==> config.mk <==
export PLATFORM = sky130hd
export DESIGN_NAME = modular_exponentiation_unit
export DESIGN_NICKNAME = d
export VERILOG_FILES = /design/src/hw/rtl/mexp_pkg.sv /design/src/hw/rtl/mexp_modmul.sv /design/src/hw/rtl/modular_exponentiation_unit.sv
export SDC_FILE = /design/constraint.sdc
export NUM_CORES = 2
export LEC_CHECK = 0
export ABC_AREA = 0
export BUFFER_PORTS_ARGS = -buffer_cell sky130_fd_sc_hd__buf_2
export CELL_PAD_IN_SITES_DETAIL_PLACEMENT = 1
export CELL_PAD_IN_SITES_GLOBAL_PLACEMENT = 2
export CORE_MARGIN = 2
export CORE_UTILIZATION = 23
export DETAILED_ROUTE_END_ITERATION = 7
export HOLD_SLACK_MARGIN = 0.15
export PLACE_DENSITY_LB_ADDON = 0.08
export RECOVER_POWER = 100
export SLEW_MARGIN = 20
export SYNTH_ARGS = -nofsm -noshare
export SYNTH_HDL_FRONTEND = slang
export SYNTH_HIERARCHICAL = 1
export SYNTH_SLANG_ARGS = --single-unit
export TNS_END_PERCENT = 100
==> constraint.sdc <==
create_clock -name clk -period 18.13 [get_ports clk]
set_clock_uncertainty 0.15 [all_clocks]
set_input_delay 0.9065 -clock clk [delete_from_list [all_inputs] [get_ports clk]]
set_output_delay 0.9065 -clock clk [all_outputs]
set_load 0.02 [all_outputs]
==> src/hw/rtl/mexp_pkg.sv <==
`default_nettype none

package mexp_pkg;

	localparam int unsigned OPERAND_BITS_DEF = 31;

	typedef enum logic [2:0] {
		S_IDLE,
		S_SCAN,
		S_ISSUE,
		S_WAIT,
		S_FINISH
	} mexp_state_t;

endpackage

`default_nettype wire

==> src/hw/rtl/mexp_modmul.sv <==
`default_nettype none

// Modular multiplier: one registered multiply, then a restoring remainder
// that takes one product bit per cycle, most significant bit first.
module mexp_modmul import mexp_pkg::*; #(
	parameter int unsigned OPERAND_BITS = OPERAND_BITS_DEF
) (
	input  wire logic                    clk,
	input  wire logic                    arst_n,
	input  wire logic                    start,
	input  wire logic [OPERAND_BITS-1:0] a,
	input  wire logic [OPERAND_BITS-1:0] b,
	input  wire logic [OPERAND_BITS-1:0] m,
	output logic                         done,
	output logic [OPERAND_BITS-1:0]      res
);

	localparam int unsigned PW = 2 * OPERAND_BITS;
	localparam int unsigned CW = $clog2(PW + 1);

	logic              busy_q;
	logic              done_q;
	logic [CW-1:0]     cnt_q;
	logic [PW-1:0]     prod_q;
	logic [OPERAND_BITS-1:0] rem_q;

	logic [OPERAND_BITS:0]   shifted;
	logic [OPERAND_BITS:0]   diff;
	logic [OPERAND_BITS-1:0] rem_next;
	logic                    last;

	always_comb begin
		shifted  = {rem_q, prod_q[PW-1]};
		diff     = shifted - {1'b0, m};
		rem_next = (shifted >= {1'b0, m}) ? diff[OPERAND_BITS-1:0]
		                                  : shifted[OPERAND_BITS-1:0];
		last     = busy_q && (cnt_q == CW'(1));
	end

	always_ff @(posedge clk or negedge arst_n) begin
		if (!arst_n) begin
			busy_q <= 1'b0;
			done_q <= 1'b0;
			cnt_q  <= '0;
		end else begin
			done_q <= last;
			if (start) begin
				busy_q <= 1'b1;
				cnt_q  <= CW'(PW);
			end else if (busy_q) begin
				cnt_q <= cnt_q - CW'(1);
				if (last) begin
					busy_q <= 1'b0;
				end
			end
		end
	end

	always_ff @(posedge clk) begin
		if (start) begin
			prod_q <= PW'(a) * PW'(b);
			rem_q  <= '0;
		end else if (busy_q) begin
			prod_q <= {prod_q[PW-2:0], 1'b0};
			rem_q  <= rem_next;
		end
	end

	assign done = done_q;
	assign res  = rem_q;

endmodule

`default_nettype wire

==> src/hw/rtl/modular_exponentiation_unit.sv <==
`default_nettype none

// Computes base^exponent mod modulus by left-to-right square-and-multiply,
// one item at a time. A zero modulus returns 0 with bad_modulus set, a zero
// exponent returns 1 mod modulus, and an exponent of one returns the base
// unreduced; these resolve at acceptance and the result is offered next
// cycle. Otherwise the block scans down to the top set exponent bit (one
// bit per cycle from the top of the word), then for every lower bit runs a
// modular square and, when that bit is set, a modular multiply by the base.
// Each such operation runs in the shared multiply-and-remainder unit, whose
// bit-serial remainder sets the pace. The input is stalled while an item is
// in progress or a result waits unread.
module modular_exponentiation_unit import mexp_pkg::*; #(
	parameter int unsigned OPERAND_BITS = OPERAND_BITS_DEF
) (
	input  wire logic                    clk,
	input  wire logic                    arst_n,
	input  wire logic                    in_valid,
	output logic                         in_stall,
	input  wire logic [OPERAND_BITS-1:0] base,
	input  wire logic [OPERAND_BITS-1:0] exponent,
	input  wire logic [OPERAND_BITS-1:0] modulus,
	output logic                         out_valid,
	input  wire logic                    out_stall,
	output logic [OPERAND_BITS-1:0]      power_result,
	output logic                         bad_modulus
);

	localparam int unsigned BW = $clog2(OPERAND_BITS + 1);

	mexp_state_t state_q, state_d;

	logic [OPERAND_BITS-1:0] base_q;
	logic [OPERAND_BITS-1:0] mod_q;
	logic [OPERAND_BITS-1:0] e_q;
	logic [OPERAND_BITS-1:0] acc_q;
	logic [BW-1:0]           bits_q;
	logic                    mul_ph_q;
	logic                    out_valid_q;
	logic [OPERAND_BITS-1:0] power_q;
	logic                    bad_q;

	logic                    accept;
	logic                    out_free;
	logic                    quick;
	logic [OPERAND_BITS-1:0] quick_val;
	logic                    mm_start;
	logic [OPERAND_BITS-1:0] mm_b;
	logic                    mm_done;
	logic [OPERAND_BITS-1:0] mm_res;
	logic                    more_mul;

	assign in_stall = (state_q != S_IDLE) || (out_valid_q && out_stall);
	assign accept   = in_valid && !in_stall;
	assign out_free = !out_valid_q || !out_stall;
	assign more_mul = !mul_ph_q && e_q[OPERAND_BITS-1];

	always_comb begin
		quick     = 1'b1;
		quick_val = '0;
		if (modulus == '0) begin
			quick_val = '0;
		end else if (exponent == '0) begin
			quick_val = (modulus == OPERAND_BITS'(1)) ? '0 : OPERAND_BITS'(1);
		end else if (exponent == OPERAND_BITS'(1)) begin
			quick_val = base;
		end else begin
			quick = 1'b0;
		end
	end

	always_comb begin
		state_d  = state_q;
		mm_start = 1'b0;
		mm_b     = mul_ph_q ? base_q : acc_q;
		unique case (state_q)
			S_IDLE: begin
				if (accept && !quick) begin
					state_d = S_SCAN;
				end
			end
			S_SCAN: begin
				if (e_q[OPERAND_BITS-1]) begin
					state_d = (bits_q == BW'(1)) ? S_FINISH : S_ISSUE;
				end
			end
			S_ISSUE: begin
				mm_start = 1'b1;
				state_d  = S_WAIT;
			end
			S_WAIT: begin
				if (mm_done) begin
					if (more_mul || bits_q != BW'(1)) begin
						state_d = S_ISSUE;
					end else begin
						state_d = S_FINISH;
					end
				end
			end
			S_FINISH: begin
				if (out_free) begin
					state_d = S_IDLE;
				end
			end
			default: state_d = S_IDLE;
		endcase
	end

	always_ff @(posedge clk or negedge arst_n) begin
		if (!arst_n) begin
			state_q     <= S_IDLE;
			out_valid_q <= 1'b0;
			mul_ph_q    <= 1'b0;
		end else begin
			state_q <= state_d;
			if ((accept && quick) || (state_q == S_FINISH && out_free)) begin
				out_valid_q <= 1'b1;
			end else if (!out_stall) begin
				out_valid_q <= 1'b0;
			end
			if (state_q == S_SCAN) begin
				mul_ph_q <= 1'b0;
			end else if (state_q == S_WAIT && mm_done) begin
				mul_ph_q <= more_mul;
			end
		end
	end

	always_ff @(posedge clk) begin
		if (accept) begin
			base_q <= base;
			mod_q  <= modulus;
			e_q    <= exponent;
			bits_q <= BW'(OPERAND_BITS);
			if (quick) begin
				power_q <= quick_val;
				bad_q   <= (modulus == '0);
			end
		end else if (state_q == S_SCAN) begin
			// drop leading zeros; the top set bit seeds the accumulator
			e_q    <= {e_q[OPERAND_BITS-2:0], 1'b0};
			bits_q <= bits_q - BW'(1);
			if (e_q[OPERAND_BITS-1]) begin
				acc_q <= base_q;
			end
		end else if (state_q == S_WAIT && mm_done) begin
			acc_q <= mm_res;
			if (!more_mul) begin
				e_q    <= {e_q[OPERAND_BITS-2:0], 1'b0};
				bits_q <= bits_q - BW'(1);
			end
		end else if (state_q == S_FINISH && out_free) begin
			power_q <= acc_q;
			bad_q   <= 1'b0;
		end
	end

	mexp_modmul #(
		.OPERAND_BITS(OPERAND_BITS)
	) u_modmul (
		.clk   (clk),
		.arst_n(arst_n),
		.start (mm_start),
		.a     (acc_q),
		.b     (mm_b),
		.m     (mod_q),
		.done  (mm_done),
		.res   (mm_res)
	);

	assign out_valid    = out_valid_q;
	assign power_result = power_q;
	assign bad_modulus  = bad_q;

`ifndef ASSERT_OFF
	a_bad_zero: assert property (@(posedge clk) disable iff (!arst_n)
		out_valid && bad_modulus |-> power_result == '0)
		else $error("bad_modulus result not zero");

	a_rem_range: assert property (@(posedge clk) disable iff (!arst_n)
		mm_done |-> mm_res < mod_q)
		else $error("remainder not below modulus");

	a_busy_mod: assert property (@(posedge clk) disable iff (!arst_n)
		state_q != S_IDLE |-> mod_q != '0)
		else $error("loop running with zero modulus");
`endif

endmodule

`default_nettype wire

==> impl_metrics.env <==
export IMPL_cts_resized=0
export IMPL_cp_end_kind="flop"
export IMPL_ys_seq_area_frac=0.172
export IMPL_worstSkewPairLatency_ps=620
export IMPL_worstHoldPathType="in -> reg"
export IMPL_routedWlPerCell_um=24.4
export IMPL_synth_flop_cell="edfxtp_1"
export IMPL_initial_core_util=0.232
export IMPL_fmax_mhz=80.4
export IMPL_status="complete, but fails checks"
export IMPL_drv_cap=15
export IMPL_synthTopCellsByArea="fa_1 38%, edfxtp_1 15%, ha_1 8.2%"
export IMPL_core_mm2=0.191
export IMPL_overflow=0
export IMPL_clk_path_buf_depth=3
export IMPL_hold_viol=0
export IMPL_start_kind="flop"
export IMPL_max_slew_margin=-1.26
export IMPL_syn_num_nets=5774
export IMPL_synth_area_mm2=0.0442
export IMPL_crit_fanout=31
export IMPL_cts_setup_buffers=0
export IMPL_yosysTopAreaCellShare=0.379
export IMPL_grt_max_degree=67
export IMPL_setup_tns_ps=0
export IMPL_maxSlewViolCount=547
export IMPL_routed_wirelength_um=173000
export IMPL_cts_buffers=29
export IMPL_antenna_found_initial=15
export IMPL_violations="max-capacitance violations, max-slew violations"
export IMPL_holdBufCountCts=1
export IMPL_synth_cells=4549
export IMPL_whs_ps=329
export IMPL_final_cell_mix="838 x fa_1, 824 x inv_1, 685 x nand2_1"
export IMPL_grt_pass1_wl_um=257000
export IMPL_yosys_warnings=6
export IMPL_arrival_ps=12700
export IMPL_dp_hpwl_um=131000
export IMPL_dieWidth_um=443
export IMPL_cts_sinks=267
export IMPL_vias_per_cell=4.41
export IMPL_ios=131
export IMPL_drive_gt1_frac=0.0705
export IMPL_io_buffers=130
export IMPL_clockRootBuffer="clkbuf_16"
export IMPL_register_area_mm2=0.00759
export IMPL_dieArea_mm2=0.196
export IMPL_first_global_vias=36100
export IMPL_rsz0062_at_grt="no"
export IMPL_drt_first_pass_iters=4
export IMPL_grtUsageTotal=0.178
export IMPL_area_delta_synth_final_pct=9.44
export IMPL_final_antenna_net_count=0
export IMPL_ys_ff_latch=267
export IMPL_layout_commonest_cell="fa_1"
export IMPL_layout_nets=5754
export IMPL_vias=31200
export IMPL_drt_iter0_markers=1386
export IMPL_synth_top_area_cell="fa_1"
export IMPL_cp_required_ps=18400
export IMPL_cts_tree="built"
export IMPL_async_flop_share=0.0487
export IMPL_htree_levels=1
export IMPL_synth_avg_cell_area_um2=9.73
export IMPL_synth_edf_count=218
export IMPL_setup_viol=0
export IMPL_min_period_ps=12430
export IMPL_drc=0
export IMPL_post_route_period_util=0.686
export IMPL_nFillCells=22000
export IMPL_worstMarginPinSlew_ps=3380
export IMPL_num_rows=160
export IMPL_synthDistinctLibCells=95
export IMPL_multi_input_area_mm2=0.0324
export IMPL_die_h_um=443
export IMPL_place_gp_congestion=0.764
export IMPL_critPathKind="reg -> reg"
export IMPL_clk_pin_slew_ps=70
==> flip-flops by register name, indices dropped and copies added (netlist names), 5 cells and up <==
name	cells
u_modmul/prod_q	62
acc_q	31
base_q	31
e_q	31
mod_q	31
power_result	31
u_modmul/res	31
u_modmul/cnt_q	6
bits_q	5
==> synth_stat cells, drive strengths merged, types with 5 or more instances <==
master   number
dfxtp        36
o21a         12
a41oi         5
inv         825
buf          26
nor3         16
and2        511
a32o         30
a31oi        10
dfrtp        13
a211o         5
nor2         95
o2111ai       5
o22ai         6
edfxtp      218
a21oi       123
a21boi        5
nor4         18
xor2         34
a211oi       10
xnor2        53
nand2       685
and3         19
nor2b        14
fa          838
clkbuf      238
nand3        31
o21bai       16
nand4        25
a2111oi       6
nand2b        8
ha          290
a311oi       21
o21ai        71
or2           6
a21o         40
o211ai       16
mux2        111
==> worst max-delay path, stage by stage, from the launching register on <==
cell and delay (ps):
dfrtp_1 380, clkbuf_1 1640, mux2_2 420, clkbuf_1 1490, nand2_1 240, fa_1 650, fa_1 520, fa_1 570
inv_1 50, fa_1 480, fa_1 640, fa_1 460, fa_1 500, ha_1 470, nand4_1 200, or4_1 500
o22ai_1 640, o21ai_0 500, o41ai_1 910, a31oi_1 250, xnor2_1 180, a21oi_1 290
==> per-stage QoR <==
step | std cells | area (um2) | util | setup slack, ps
floorplan | 4549 | 44200 | - | 9940
global placement | 7006 | 47600 | 0.250 | 7830
detailed placement | 7006 | 47600 | 0.250 | 7930
CTS | 7061 | 48700 | 0.255 | 7860
global route | 7063 | 48400 | 0.254 | 4950
finish | 7071 | 48400 | 0.254 | 5700
==> cells by family after synthesis <==
| logic type | synth area share |
|---|---|
| AND/OR/NAND/NOR | 0.161 |
| AO/OA/AOI/OAI | 0.0656 |
| XOR/XNOR | 0.0172 |
| multiplexers | 0.0292 |
| buffers and inverters | 0.0943 |
| adder cells (fa/ha/maj) | 0.461 |
| flip-flops | 0.172 |
==> final timing paths <==
check	start	end	slack (ps)	depth (start not counted)
max	mul_ph_q$_DFFE_PN0P_	u_modmul/prod_q[61]$_DFFE_PP_	5700	21
min	modulus[22]	mod_q[22]$_DFFE_PP_	330	1
max reg2reg	mul_ph_q$_DFFE_PN0P_	u_modmul/prod_q[61]$_DFFE_PP_	5700	21
min reg2reg	bits_q[4]$_SDFFE_PP1P_	bits_q[4]$_SDFFE_PP1P_	340	2
max in group asynchronous	arst_n	u_modmul/busy_q$_DFF_PN0_	16380	2
min in group asynchronous	arst_n	state_q[0]$_DFFE_PN0P_	810	2
==> layout make-up <==
class | instances | area share
timing repair buffer | 215 | 0.0233
antenna | 8 | 0.000413
inverter | 825 | 0.0640
sequential | 267 | 0.157
multi-input combinational | 3191 | 0.669
clock buffer | 40 | 0.0191
clock inverter | 14 | 0.00240
tap | 2511 | 0.0649
==> metal layers <==
metal	share of wire	routed length, um	global-route usage
met1	0.48	83500	0.253
met2	0.48	82500	0.302
met3	0.026	4470	0.0127
met4	0.013	2240	0.0254
met5	0.00031	54	0
Power is not shown: default switching activity piles up to over one toggle a cycle in this logic, so the estimate is an artifact.
